<file path="config.mk">
export PLATFORM = sky130hd
export DESIGN_NAME = coat_check_key_registry
export DESIGN_NICKNAME = d
export VERILOG_FILES = /design/src/ccr_pkg.sv /design/src/ccr_ram.sv /design/src/ccr_ctrl.sv /design/src/ccr_datapath.sv /design/src/coat_check_key_registry.sv
export SDC_FILE = /design/constraint.sdc
export NUM_CORES = 1
export LEC_CHECK = 0
export ABC_AREA = 1
export ABC_CLOCK_PERIOD_IN_PS = 14100
export BUFFER_PORTS_ARGS = -buffer_cell sky130_fd_sc_hd__buf_2
export CAP_MARGIN = 40
export CORE_ASPECT_RATIO = 0.6
export CORE_UTILIZATION = 45
export CTS_BUF_LIST = sky130_fd_sc_hd__clkbuf_16
export DETAILED_ROUTE_END_ITERATION = 7
export GPL_TIMING_DRIVEN = 0
export MAX_ROUTING_LAYER = met4
export SYNTH_ARGS = -nofsm -noshare
export SYNTH_HDL_FRONTEND = slang
export SYNTH_HIERARCHICAL = 1
export SYNTH_SLANG_ARGS = --single-unit
</file>
<file path="constraint.sdc">
create_clock -name clk_i -period 14.1 [get_ports clk_i]
set_input_delay 2.82 -clock clk_i [delete_from_list [all_inputs] [get_ports clk_i]]
set_output_delay 2.82 -clock clk_i [all_outputs]
set_load 0.02 [all_outputs]
</file>
<file path="src/ccr_pkg.sv">
// Shared types, codes and constants of the coat-check key registry.
package ccr_pkg;

  // Field widths and default table depth
  localparam int unsigned KEY_W     = 32;
  localparam int unsigned VALUE_W   = 8;
  localparam int unsigned FUNC_W    = 2;
  localparam int unsigned STATUS_W  = 2;
  localparam int unsigned DEPTH_DEF = 16;

  // Operation codes
  localparam logic [FUNC_W-1:0] OP_INSERT = 2'd0;
  localparam logic [FUNC_W-1:0] OP_GET    = 2'd1;
  localparam logic [FUNC_W-1:0] OP_REMOVE = 2'd2;

  // Status codes
  localparam logic [STATUS_W-1:0] ST_OK      = 2'd0;
  localparam logic [STATUS_W-1:0] ST_MISSING = 2'd1;
  localparam logic [STATUS_W-1:0] ST_FULL    = 2'd2;

  // Request item
  typedef struct packed {
    logic [FUNC_W-1:0]  func;
    logic [KEY_W-1:0]   req_key;
    logic [VALUE_W-1:0] new_value;
  } ccr_req_t;

  // Result item
  typedef struct packed {
    logic [STATUS_W-1:0] status;
    logic [KEY_W-1:0]    out_key;
    logic [VALUE_W-1:0]  out_value;
  } ccr_rsp_t;

  // Controller states
  typedef enum logic [2:0] {
    CS_IDLE,
    CS_REPLY,
    CS_SEARCH_RD,
    CS_SEARCH_CMP,
    CS_SHIFT
  } ccr_state_e;

  // Commands from controller to datapath
  typedef struct packed {
    logic load;
    logic rd_mid;
    logic cmp;
    logic shift_init;
    logic shift;
    logic reply;
  } ccr_cmd_t;

  // Status from datapath to controller
  typedef struct packed {
    logic [FUNC_W-1:0] op;
    logic              search_open;
    logic              hit;
    logic              shift_more;
  } ccr_stat_t;

endpackage

</file>
<file path="src/ccr_ram.sv">
// Generic single-write, single-read RAM with registered read data.
module ccr_ram #(
  parameter int unsigned WIDTH = 8,
  parameter int unsigned DEPTH = 16
) (
  input  logic                     clk_i,
  input  logic                     we_i,
  input  logic [$clog2(DEPTH)-1:0] waddr_i,
  input  logic [WIDTH-1:0]         wdata_i,
  input  logic                     re_i,
  input  logic [$clog2(DEPTH)-1:0] raddr_i,
  output logic [WIDTH-1:0]         rdata_o
);

  logic [WIDTH-1:0] mem_q [DEPTH];
  logic [WIDTH-1:0] rdata_q;

  // Write port
  always_ff @(posedge clk_i) begin
    if (we_i) begin
      mem_q[waddr_i] <= wdata_i;
    end
  end

  // Registered read port
  always_ff @(posedge clk_i) begin
    if (re_i) begin
      rdata_q <= mem_q[raddr_i];
    end
  end

  assign rdata_o = rdata_q;

endmodule

</file>
<file path="src/ccr_ctrl.sv">
// Controller state machine of the coat-check key registry.
module ccr_ctrl (
  input  logic                      clk_i,
  input  logic                      rst_ni,
  input  logic                      start_i,
  input  logic [ccr_pkg::FUNC_W-1:0] func_i,
  input  ccr_pkg::ccr_stat_t        stat_i,
  output ccr_pkg::ccr_cmd_t         cmd_o,
  output logic                      busy_o
);
  import ccr_pkg::*;

  ccr_state_e state_q, state_d;

  // State register
  always_ff @(posedge clk_i or negedge rst_ni) begin
    if (!rst_ni) begin
      state_q <= CS_IDLE;
    end else begin
      state_q <= state_d;
    end
  end

  // Next state and commands
  always_comb begin
    state_d = state_q;
    cmd_o   = '0;
    unique case (state_q)
      CS_IDLE: begin
        if (start_i) begin
          cmd_o.load = 1'b1;
          if (func_i == OP_GET || func_i == OP_REMOVE) begin
            state_d = CS_SEARCH_RD;
          end else begin
            state_d = CS_REPLY;
          end
        end
      end
      CS_REPLY: begin
        cmd_o.reply = 1'b1;
        state_d     = CS_IDLE;
      end
      CS_SEARCH_RD: begin
        priority if (stat_i.search_open) begin
          cmd_o.rd_mid = 1'b1;
          state_d      = CS_SEARCH_CMP;
        end else if (stat_i.op == OP_REMOVE && stat_i.hit) begin
          cmd_o.shift_init = 1'b1;
          state_d          = CS_SHIFT;
        end else begin
          cmd_o.reply = 1'b1;
          state_d     = CS_IDLE;
        end
      end
      CS_SEARCH_CMP: begin
        cmd_o.cmp = 1'b1;
        state_d   = CS_SEARCH_RD;
      end
      CS_SHIFT: begin
        if (stat_i.shift_more) begin
          cmd_o.shift = 1'b1;
        end else begin
          cmd_o.reply = 1'b1;
          state_d     = CS_IDLE;
        end
      end
      default: begin
        state_d = CS_IDLE;
      end
    endcase
  end

  assign busy_o = (state_q != CS_IDLE);

`ifndef ASSERT_OFF
  // A compaction only follows a search that found its key
  a_shift_entry: assert property (@(posedge clk_i) disable iff (!rst_ni)
    cmd_o.shift_init |-> stat_i.op == OP_REMOVE && stat_i.hit)
    else $error("compaction started without a hit");
  // Shifting only happens while removing
  a_shift_op: assert property (@(posedge clk_i) disable iff (!rst_ni)
    (state_q == CS_SHIFT) |-> stat_i.op == OP_REMOVE)
    else $error("shift state outside a remove");
  // An accepted item makes the block busy in the next cycle
  a_busy_after_load: assert property (@(posedge clk_i) disable iff (!rst_ni)
    cmd_o.load |=> busy_o)
    else $error("item accepted but block not busy");
`endif

endmodule

</file>
<file path="src/ccr_datapath.sv">
// Datapath of the coat-check key registry: table, search, compaction, result.
module ccr_datapath #(
  parameter int unsigned DEPTH = ccr_pkg::DEPTH_DEF
) (
  input  logic               clk_i,
  input  logic               rst_ni,
  input  ccr_pkg::ccr_req_t  req_i,
  input  ccr_pkg::ccr_cmd_t  cmd_i,
  output ccr_pkg::ccr_stat_t stat_o,
  output ccr_pkg::ccr_rsp_t  rsp_o,
  output logic               strobe_o
);
  import ccr_pkg::*;

  localparam int unsigned AW = $clog2(DEPTH);
  localparam int unsigned CW = $clog2(DEPTH + 1);
  localparam int unsigned DW = KEY_W + VALUE_W;

  ccr_req_t             req_q;
  logic [CW-1:0]        lo_q, hi_q, pos_q, count_q;
  logic [KEY_W-1:0]     next_key_q;
  logic                 hit_q;
  logic [VALUE_W-1:0]   val_q;
  ccr_rsp_t             rsp_q;
  logic                 strobe_q;

  logic [CW-1:0]        mid, hi_plus1, pos_plus1, pos_plus2;
  logic                 full;
  logic                 do_insert;
  logic                 do_drop;
  logic [KEY_W-1:0]     rd_key;
  logic [VALUE_W-1:0]   rd_val;
  logic                 ram_we, ram_re;
  logic [AW-1:0]        ram_waddr, ram_raddr;
  logic [DW-1:0]        ram_wdata, ram_rdata;
  ccr_rsp_t             rsp_d;

  // Search midpoint and pointers
  assign mid       = lo_q + ((hi_q - lo_q) >> 1);
  assign hi_plus1  = hi_q + CW'(1);
  assign pos_plus1 = pos_q + CW'(1);
  assign pos_plus2 = pos_q + CW'(2);

  assign full      = (count_q == CW'(DEPTH)) || (next_key_q == '1);
  assign do_insert = cmd_i.reply && (req_q.func == OP_INSERT) && !full;
  assign do_drop   = cmd_i.reply && (req_q.func == OP_REMOVE) && hit_q;

  assign rd_key = ram_rdata[DW-1:VALUE_W];
  assign rd_val = ram_rdata[VALUE_W-1:0];

  // Status to the controller
  assign stat_o.op          = req_q.func;
  assign stat_o.search_open = (lo_q < hi_q);
  assign stat_o.hit         = hit_q;
  assign stat_o.shift_more  = (pos_plus1 < count_q);

  // Table port selection
  always_comb begin
    ram_re    = cmd_i.rd_mid || cmd_i.shift_init || cmd_i.shift;
    priority if (cmd_i.shift) begin
      ram_raddr = pos_plus2[AW-1:0];
    end else if (cmd_i.shift_init) begin
      ram_raddr = hi_plus1[AW-1:0];
    end else begin
      ram_raddr = mid[AW-1:0];
    end
    ram_we = do_insert || cmd_i.shift;
    if (cmd_i.shift) begin
      ram_waddr = pos_q[AW-1:0];
      ram_wdata = ram_rdata;
    end else begin
      ram_waddr = count_q[AW-1:0];
      ram_wdata = {next_key_q, req_q.new_value};
    end
  end

  ccr_ram #(
    .WIDTH (DW),
    .DEPTH (DEPTH)
  ) u_table (
    .clk_i   (clk_i),
    .we_i    (ram_we),
    .waddr_i (ram_waddr),
    .wdata_i (ram_wdata),
    .re_i    (ram_re),
    .raddr_i (ram_raddr),
    .rdata_o (ram_rdata)
  );

  // Hold the request and the search window
  always_ff @(posedge clk_i) begin
    if (cmd_i.load) begin
      req_q <= req_i;
      lo_q  <= '0;
      hi_q  <= count_q;
      hit_q <= 1'b0;
      val_q <= '0;
    end else if (cmd_i.cmp) begin
      if (rd_key < req_q.req_key) begin
        lo_q <= mid + CW'(1);
      end else begin
        hi_q  <= mid;
        hit_q <= (rd_key == req_q.req_key);
        val_q <= rd_val;
      end
    end
  end

  // Advance the compaction pointer
  always_ff @(posedge clk_i) begin
    if (cmd_i.shift_init) begin
      pos_q <= hi_q;
    end else if (cmd_i.shift) begin
      pos_q <= pos_plus1;
    end
  end

  // Live count and key counter
  always_ff @(posedge clk_i or negedge rst_ni) begin
    if (!rst_ni) begin
      count_q    <= '0;
      next_key_q <= '0;
    end else if (do_insert) begin
      count_q    <= count_q + CW'(1);
      next_key_q <= next_key_q + KEY_W'(1);
    end else if (do_drop) begin
      count_q <= count_q - CW'(1);
    end
  end

  // Form the result item
  always_comb begin
    rsp_d = '0;
    unique case (req_q.func)
      OP_INSERT: begin
        if (full) begin
          rsp_d.status = ST_FULL;
        end else begin
          rsp_d.out_key = next_key_q;
        end
      end
      OP_GET: begin
        if (hit_q) begin
          rsp_d.out_value = val_q;
        end else begin
          rsp_d.status = ST_MISSING;
        end
      end
      OP_REMOVE: begin
        if (!hit_q) begin
          rsp_d.status = ST_MISSING;
        end
      end
      default: begin
        rsp_d.status = ST_OK;
      end
    endcase
  end

  always_ff @(posedge clk_i) begin
    if (cmd_i.reply) begin
      rsp_q <= rsp_d;
    end
  end

  always_ff @(posedge clk_i or negedge rst_ni) begin
    if (!rst_ni) begin
      strobe_q <= 1'b0;
    end else begin
      strobe_q <= cmd_i.reply;
    end
  end

  assign rsp_o    = rsp_q;
  assign strobe_o = strobe_q;

`ifndef ASSERT_OFF
  // The live count never exceeds the table
  a_count_bound: assert property (@(posedge clk_i) disable iff (!rst_ni)
    count_q <= CW'(DEPTH))
    else $error("live count beyond table depth");
  // A successful insert grows the table by one
  a_insert_grow: assert property (@(posedge clk_i) disable iff (!rst_ni)
    do_insert |=> count_q == $past(count_q) + CW'(1))
    else $error("insert did not grow the table");
  // Compaction stays inside the live entries
  a_shift_range: assert property (@(posedge clk_i) disable iff (!rst_ni)
    cmd_i.shift |-> hit_q && (pos_q < count_q))
    else $error("compaction outside live entries");
  // Results never come in adjacent cycles
  a_strobe_gap: assert property (@(posedge clk_i) disable iff (!rst_ni)
    strobe_q |=> !strobe_q)
    else $error("back-to-back result strobes");
`endif

endmodule

</file>
<file path="src/coat_check_key_registry.sv">
// Coat-check key registry: top level joining controller, datapath and table.
// From acceptance to result: insert and unused go straight to the reply state;
//   get does S search steps of one table read each, S at most ceil(log2(L+1)), L live.
//   Remove adds compaction after a hit at slot p: L-1-p entries moved, one per cycle.
// Throughput: one item at a time; the next item is taken at the edge that takes the result.
// Reset clears live count, key counter and controller, not the table; receiver cannot stall.
module coat_check_key_registry #(
  parameter int unsigned DEPTH = ccr_pkg::DEPTH_DEF
) (
  input  logic              clk_i,
  input  logic              rst_ni,
  input  logic              start,
  output logic              busy,
  input  ccr_pkg::ccr_req_t req_i,
  output ccr_pkg::ccr_rsp_t rsp_o,
  output logic              strobe_o
);
  import ccr_pkg::*;

  ccr_cmd_t  cmd;
  ccr_stat_t stat;

  ccr_ctrl u_ctrl (
    .clk_i   (clk_i),
    .rst_ni  (rst_ni),
    .start_i (start),
    .func_i  (req_i.func),
    .stat_i  (stat),
    .cmd_o   (cmd),
    .busy_o  (busy)
  );

  ccr_datapath #(
    .DEPTH (DEPTH)
  ) u_datapath (
    .clk_i    (clk_i),
    .rst_ni   (rst_ni),
    .req_i    (req_i),
    .cmd_i    (cmd),
    .stat_o   (stat),
    .rsp_o    (rsp_o),
    .strobe_o (strobe_o)
  );

`ifndef ASSERT_OFF
  // A result is only shown while the controller is back at rest
  a_strobe_idle: assert property (@(posedge clk_i) disable iff (!rst_ni)
    strobe_o |-> !busy)
    else $error("result shown while busy");
  // Every accepted item makes the block busy, with no result shown, in the next cycle
  a_accept_busy: assert property (@(posedge clk_i) disable iff (!rst_ni)
    (start && !busy) |=> busy && !strobe_o)
    else $error("accepted item not held");
  // A result always ends a busy period
  a_strobe_after_busy: assert property (@(posedge clk_i) disable iff (!rst_ni)
    strobe_o |-> $past(busy))
    else $error("result without work");
`endif

endmodule

</file>
# After elaboration in Yosys (flattened, before gate mapping)
# Memory sizes are Yosys's and may differ from the RTL's. A register that Yosys moved wholly into a read port is not among the register bits.
# Cells that the tools add are included.
dict set report classes {
  n_addsub 9
  mul 0
  n_div 0
  order_cmp 3
  n_eq_ne 14
  n_shift 0
  mux 36
  bitwise_logic 2
  n_reduce_logical 24
}
# operator count
set ops {}
lappend ops {{2-to-1 mux 40 bit} 1}
lappend ops {{2-to-1 mux 5 bit} 7}
lappend ops {{adder 32 x 1 -> 32 bit, second input constant} 1}
lappend ops {{== test 32 bit} 1}
lappend ops {{== test 32 bit, second input constant} 1}
lappend ops {{< comparator 32 bit} 1}
lappend ops {{2-to-1 mux 1 bit} 16}
lappend ops {{adder 5 x 1 -> 5 bit, second input constant} 3}
lappend ops {{2-to-1 mux 3 bit} 4}
lappend ops {{2-to-1 mux 4 bit} 3}
lappend ops {{one-hot mux 3 bit (4 select lines)} 1}
lappend ops {{< comparator 5 bit} 2}
lappend ops {{AND reduction 2 bit} 5}
lappend ops {{== test 3 x 2 -> 1 bit, second input constant} 2}
lappend ops {{!= test 2 bit, second input constant} 3}
lappend ops {{nonzero test 2 bit} 3}
lappend ops {{adder 5 x 4 -> 5 bit} 1}
lappend ops {{== test 5 bit, second input constant} 1}
lappend ops {{logical AND 1 bit} 5}
lappend ops {{logical OR 1 bit} 5}
lappend ops {{subtractor 5 x 1 -> 5 bit, second input constant} 1}
lappend ops {{subtractor 5 bit} 1}
lappend ops {{adder 4 x 1 -> 4 bit, second input constant} 1}
lappend ops {{adder 4 x 2 -> 4 bit, second input constant} 1}
lappend ops {{other kinds (13)} 18}
dict set report word_totals {
  ff_bits 149
  latchBits 0
  ram_bits 640
  rom_bits 0
  in_bits 45
  elab_cells 104
  n_memories 1
}
# memory depth word_bits read_ports rd_clocked_by_memory_dff wr line_no
set mem_list {}
lappend mem_list {u_datapath.u_table.mem_q 16 40 1 1 1 ccr_ram.sv:15} ;# logic [WIDTH-1:0] mem_q [DEPTH];

# Longest topological paths before layout
# Gate-level depths: netlist of the first run.
dict set report depth {
  depth_word 10
  depth_mapped 26
}

# By module
# The synthesis of the first run kept the hierarchy.
# module n_inst cells_per_inst area_per_inst_um2
set by_module_without_submodules {}
lappend by_module_without_submodules {ccr_ram 1 2643 28718.8}
lappend by_module_without_submodules {ccr_datapath 1 918 8161.6}
lappend by_module_without_submodules {ccr_ctrl 1 45 257.7}

# Worst setup path before layout of the first run
# Ideal clock, no wire load.
dict set report synth_path {
  path_type {register -> register}
  from {reg u_datapath.pos_q[2]}
  to {mem u_datapath/u_table/mem_q[12][0] (netlist name), enable pin}
  setup_ns 0.438
  arrival_time_ns 6.218
  t_required_ns 13.662
  path_slack_ns 7.444
  path_stages_with_launch 20
  n_path_buf 1
  path_cell_list {edfxtp_1 > ha_1 > xnor2_1 > nand2_1 > o21ai_0 > inv_1 > ha_1 > nand4_1 > a21oi_1 > a2111oi_0 > inv_1 > a21oi_1 > o21ai_1 > nand2_1 > inv_1 > nand3_4 > buf_4 > nand2_1 > nand3_1 > nor2_1}
}
# element line_no
set synth_lines {}
lappend synth_lines {{start: declaration} ccr_datapath.sv:20} ;# logic [CW-1:0] lo_q, hi_q, pos_q, count_q;
lappend synth_lines {{start signal: assignment} ccr_datapath.sv:112} ;# pos_q <= hi_q;
lappend synth_lines {{start signal: assignment} ccr_datapath.sv:114} ;# pos_q <= pos_plus1;
lappend synth_lines {{end: declaration} ccr_ram.sv:15}

==> qor.txt, run 1 <==
Status: finished, final reports clean
Initial antenna violation count: 0
Crit path required time: 14480 ps
Worst rel slew slack: 34.2%
Min-delay src: u_datapath/val_q[6]
Die area: 83700 µm²
Grt ovf: 0
EDFF count, synth: 774
Worst-path fanout max: 10
CP endpoint kind: flop
Dpl cells: 4857
Setup Buffers After CTS: 0
Synth top area share: 62.6%
Hold-fix buffers, CTS: 0
Drt wl/cell: 21.9 µm
Hold WC Path Type: reg -> reg
Vias per inst: 5.25
Gr usage total: 27.1%
Most common cell after layout, fill and taps aside: nand2_1
Post-CTS Resized: 0
Period utilization: 44.1%
CTS H-tree lvls: 3
Vias: 26200
Setup violators final: 0
Num CTS Buffers: 77
Post-Route WL: 109 mm
Max-cap violations: 0
Drt initial violations: 3755
Fin crit period: 6220 ps
Clock Path Buffers: 3
Library cells used by synthesis: 47
Nets: 3963
Most used flip-flop cell after synthesis: edfxtp_1
Worst r2r src: u_datapath/pos_q[2]
First-pass GRT wire length: 160 mm
Inserted Diodes: 0
Later-pin clock latency in the skew report: 660 ps
Post-route ant nets: 0
Worst path arrival time: 6610 ps
Fin cells: 4991
Largest cells by area after synthesis: edfxtp_1, nand2_1, nand3_1, inv_1, dfrtp_1
Routability cong.: 0.942
Final Hold Vio Count: 0
First-pass iteration count of the detailed router: 6
Cells after Synth: 3606
Port bufs: 88
Area leader, netlist: edfxtp_1
Most frequent cells in the layout: nand2_1, edfxtp_1, inv_1, nand3_1, buf_2
Sequential cell area fraction in the yosys report: 66.1%
Area of the core: 81600 µm²
Worst-margin pin slew: 988 ps
Number of global-route vias before repair: 23900
Setup_tns: 0 ps
Final slew viol count: 0
Height of the die: 225 µm
Setup skew after layout: 18.8 ps
Rows: 81
CP Class: reg -> reg
Fraction of registers with async set/reset: 4.95%
Layout cells sized above 1: 11.3%
Setup crit start: u_datapath/pos_q[2]
Syn_area_per_cell: 10.3 µm²
Clk slew on worst S/H paths: 70 ps
Startpoint types: flop
Root buf cell: clkbuf_16
RSZ-0062 raised after global routing: no
Die width: 373 µm
CTS Sinks: 829
Synthesized area: 37100 µm²
Synthesized flop and latch total: 829
IO Pins: 89
Area grow syn2layout: 14.9%
FMAX: 161 MHz
Syn. warnings: 6
Post-DP HPWL: 77.2 mm
CTS tree: built
FILL cells: 7186
Residual DRC: 0
Net Count, Synth: 3712
Initial Utilization: 45.5%
Pin count of the biggest net entering global routing: 31
synth_stat cells, types with 18 or more instances:
master,n
dfrtp_1,41
nand3_1,512
nor2_1,128
buf_2,66
inv_1,627
a21oi_1,35
nand2_1,1046
ha_1,58
edfxtp_1,774
buf_6,24
clkbuf_1,28
xor2_1,35
o21ai_0,66
nor3_1,18
buf_4,19
metal layers:
metal | vias up | global-route usage [%] | routed length, µm
met5 | - | - | 0
met4 | 0 | 7.14 | 2600
met3 | 168 | 6.69 | 13000
met2 | 1361 | 34.7 | 42400
met1 | 12500 | 42.0 | 51400
li1 | 12200 | - | -
worst paths after layout:
| path | endpoint | slack (ps) | depth (start not counted) |
|---|---|---|---|
| setup / recovery | u_datapath/u_table/rdata_o[16] | 7880 | 20 |
| hold / removal | u_datapath/val_q[6] | 480 | 2 |
| setup reg to reg | u_datapath/u_table/rdata_o[16] | 7880 | 20 |
| hold reg to reg | u_datapath/val_q[6] | 480 | 2 |
| max in group asynchronous | u_ctrl/state_q[1] | 11560 | 2 |
| min in group asynchronous | u_datapath/strobe_o | 2050 | 1 |
worst max-delay path, cell delays in order (launching register included):
cell	delay, ps
edfxtp_1	450
ha_1	240
xnor2_1	300
nand2_1	80
o21ai_0	130
inv_1	80
ha_1	300
nand2_1	70
nor2_1	40
a2111oi_0	510
nand3_1	240
inv_1	140
clkbuf_1	620
inv_1	160
clkbuf_1	400
o221ai_1	300
clkbuf_1	580
inv_1	330
clkbuf_1	400
nand3_1	410
nand2_1	160
final cells by class:
| class | instances | area (µm²) | area share (%) |
|---|---|---|---|
| clock inverters | 54 | 345 | 0.809 |
| plain buffers | 156 | 932 | 2.18 |
| inverters | 639 | 2400 | 5.63 |
| multi-input cells | 1982 | 9410 | 22.0 |
| repair buffers | 172 | 1690 | 3.96 |
| flip-flops and latches | 829 | 24500 | 57.5 |
| clock buffers | 80 | 2000 | 4.69 |
| well taps | 1079 | 1350 | 3.16 |
kinds of logic after synthesis:
kind of cell               after synthesis  synth area share (%)
buffers and inverters                  795                  8.98
xor gates and xnor gates                40                 0.943
AOI/OAI and AO/OA                      127                  1.83
adders and majority gates               61                  2.12
and+or+nand+nor                       1754                  20.0
DFF                                    829                  66.1
flip-flops by register name (all words and copies together) (netlist names):
| register | count |
|---|---|
| u_ctrl/state_q | 3 |
| u_datapath/hi_q | 5 |
| u_datapath/req_q | 40 |
| u_datapath/lo_q | 5 |
| u_datapath/hit_q | 1 |
| u_datapath/count_q | 5 |
| u_datapath/stat_o | 2 |
| u_datapath/u_table/mem_q | 640 |
| u_datapath/strobe_o | 1 |
| u_datapath/val_q | 8 |
| u_datapath/pos_q | 5 |
| u_datapath/next_key_q | 32 |
| u_datapath/rsp_o | 42 |
| u_datapath/u_table/rdata_o | 40 |
per-stage QoR:
step / hold slack (ps) / setup slack (ps) / instance area, µm² / util, %
floorplan: 452 / 7440 / 37100 / -
global placement: 470 / 3580 / 38900 / 47.7
detailed placement: 472 / 8220 / 40300 / 49.4
CTS: 488 / 8110 / 42700 / 52.3
global route: 510 / 7610 / 42700 / 52.3
finish: 481 / 7880 / 42700 / 52.3
Power of run 1 is not shown: default switching activity piles up to over one toggle a cycle in this logic, so the estimate is an artifact.
==> run 2, diff against run 1 <==
--- a/config.mk
+++ b/config.mk
@@ -6,7 +6,7 @@
 export NUM_CORES = 1
 export LEC_CHECK = 0
 export ABC_AREA = 1
-export ABC_CLOCK_PERIOD_IN_PS = 14100
+export ABC_CLOCK_PERIOD_IN_PS = 5800
 export BUFFER_PORTS_ARGS = -buffer_cell sky130_fd_sc_hd__buf_2
 export CAP_MARGIN = 40
 export CORE_ASPECT_RATIO = 0.6
==> constraint.sdc (replaced) <==
create_clock -name clk_i -period 5.8 [get_ports clk_i]
set_input_delay 1.16 -clock clk_i [delete_from_list [all_inputs] [get_ports clk_i]]
set_output_delay 1.16 -clock clk_i [all_outputs]
set_load 0.02 [all_outputs]
==> qor.txt, run 2 (same netlist as run 1, synthesis figures left out) <==
Final instance area: 42700 µm²
Setup crit start: u_datapath/pos_q[2]
Drt wl/cell: 22.3 µm
Status: finished, final reports clean
Residual DRC: 0
Final Hold Vio Count: 0
Nets: 3960
Area grow syn2layout: 15.0%
Worst path arrival time: 5780 ps
Worst-margin pin slew: 986 ps
Grt ovf: 0
CP Class: reg -> reg
Port bufs: 88
Number of global-route vias before repair: 24000
Period utilization: 93.6%
Reg2reg setup slack: 370 ps
Height of the die: 225 µm
IO Pins: 89
Post-Route WL: 111 mm
Startpoint types: flop
CTS H-tree lvls: 3
Clock Path Buffers: 3
Setup skew after layout: 19.1 ps
Num CTS Buffers: 75
Reg2Reg Depth: 21
Gr usage total: 27.5%
Area of the core: 81600 µm²
Initial antenna violation count: 0
Slowest CP cell: nor2_4
Post-route ant nets: 0
CP endpoint kind: flop
Setup violators final: 0
Number of flip-flops in the largest register: 640
Post-DP HPWL: 78.2 mm
Pin count of the biggest net entering global routing: 28
Worst r2r src: u_datapath/pos_q[2]
Hold WC Path Type: in -> async
CTS Sinks: 829
Fin Hold WS: 476 ps
Final slew viol count: 0
Most frequent cells in the layout: nand2_1, edfxtp_1, inv_1, nand3_1, buf_2
RSZ-0062 raised after global routing: no
CTS tree: built
FMAX: 184 MHz
Rows: 81
Routability cong.: 0.925
Crit path required time: 6150 ps
Worst-path fanout max: 27
Max incr delay on CP: 820 ps
Hold-fix buffers, CTS: 0
Die width: 373 µm
Die area: 83700 µm²
Inserted Diodes: 0
Layout cells sized above 1: 11.7%
Vias: 26400
Fin crit period: 5430 ps
Max-cap violations: 0
Area post-placement: 40300 µm²
Later-pin clock latency in the skew report: 660 ps
Initial Utilization: 45.5%
First-pass iteration count of the detailed router: 6
Worst path cell trace: ha_1, xnor2_1, nand2_1, o21ai_0, inv_1, ha_1, nand4_1, a21oi_1, a2111oi_1, inv_1, a21oi_1, o21ai_4, buf_12, nand2_1, inv_1, nand3_4, buf_4, nand2_1, nand3b_1, nor2_4, buf_12
Root buf cell: clkbuf_16
Worst rel slew slack: 34.3%
Drt initial violations: 3664
Crit Reg-Reg Endpoint: u_datapath/u_table/mem_q[6][2]
Clk slew on worst S/H paths: 70 ps
Worst setup endpoint: u_datapath/u_table/mem_q[6][2]
First-pass GRT wire length: 161 mm
Vias per inst: 5.28
Most common cell after layout, fill and taps aside: nand2_1
Top reg by flops: u_datapath/u_table/mem_q
## run 2: cell types whose count changed in the layout (fill, tap and decap cells not counted), moves of 3 or more
cell      delta
o21ai_1      -3
clkinv_2     +9
o21ai_2      +4
buf_6        +4
buf_12       +3
clkinv_1    -10
## run 2: metrics by stage
step / setup TNS (ps) / cells / worst slack [ps] / utilization [%]
final: 0 / 4992 / 372 / 52.3
after global routing: 0 / 4992 / 15.4 / 52.3
after CTS: 0 / 4990 / 67.9 / 52.3
after detailed placement: -1100 / 4855 / -176 / 49.4
after global placement: -2022050 / 4773 / -3520 / 47.7
after floorplan: -8970 / 3606 / -21.5 / -
## run 2: area by class of cell
| class | instances | area [µm²] |
|---|---|---|
| clock inverters | 58 | 387 |
| multi-input cells | 1982 | 9430 |
| fillers | 7175 | 38900 |
| inverters | 639 | 2410 |
| plain buffers | 155 | 931 |
| flip-flops and latches | 829 | 24500 |
| clock buffers | 78 | 1950 |
| repair buffers | 172 | 1690 |
| well taps | 1079 | 1350 |
## run 2: worst min path at each step
stage,startpoint,end
final,rst_ni,u_datapath/strobe_o
after global routing,u_datapath/val_q[0],u_datapath/val_q[0]
after CTS,rst_ni,u_datapath/strobe_o
after detailed placement,u_datapath/val_q[3],u_datapath/val_q[3]
after global placement,u_datapath/val_q[3],u_datapath/val_q[3]
after floorplan,u_datapath/val_q[0],u_datapath/val_q[0]
## run 2: worst max-delay path: cells and delay by family (launching register included)
| family | cells | cell delay, ps |
|---|---|---|
| buffers and inverters | 6 | 1050 |
| and+or+nand+nor | 7 | 1770 |
| AOI/OAI and AO/OA | 5 | 1040 |
| xor gates and xnor gates | 1 | 240 |
| adders and majority gates | 2 | 520 |
| DFF | 1 | 460 |
## run 2: what timing repair did
action / 4_1_cts / 5_1_grt
gates resized for setup: 0 / 6
pin swaps: 0 / 2
buffers inserted: 0 / 1
endpoints found under the setup margin: 32 / 177
## run 2: metal layers
metal / vias to the layer above / global-route usage (%) / share of wire, %
met2: 1440 / 35.5 / 39
met5: - / - / 0
met4: 0 / 7.69 / 2.4
met1: 12600 / 41.4 / 45
met3: 168 / 7.77 / 14
li1: 12200 / - / -
Power of run 2 is left out for the same reason.
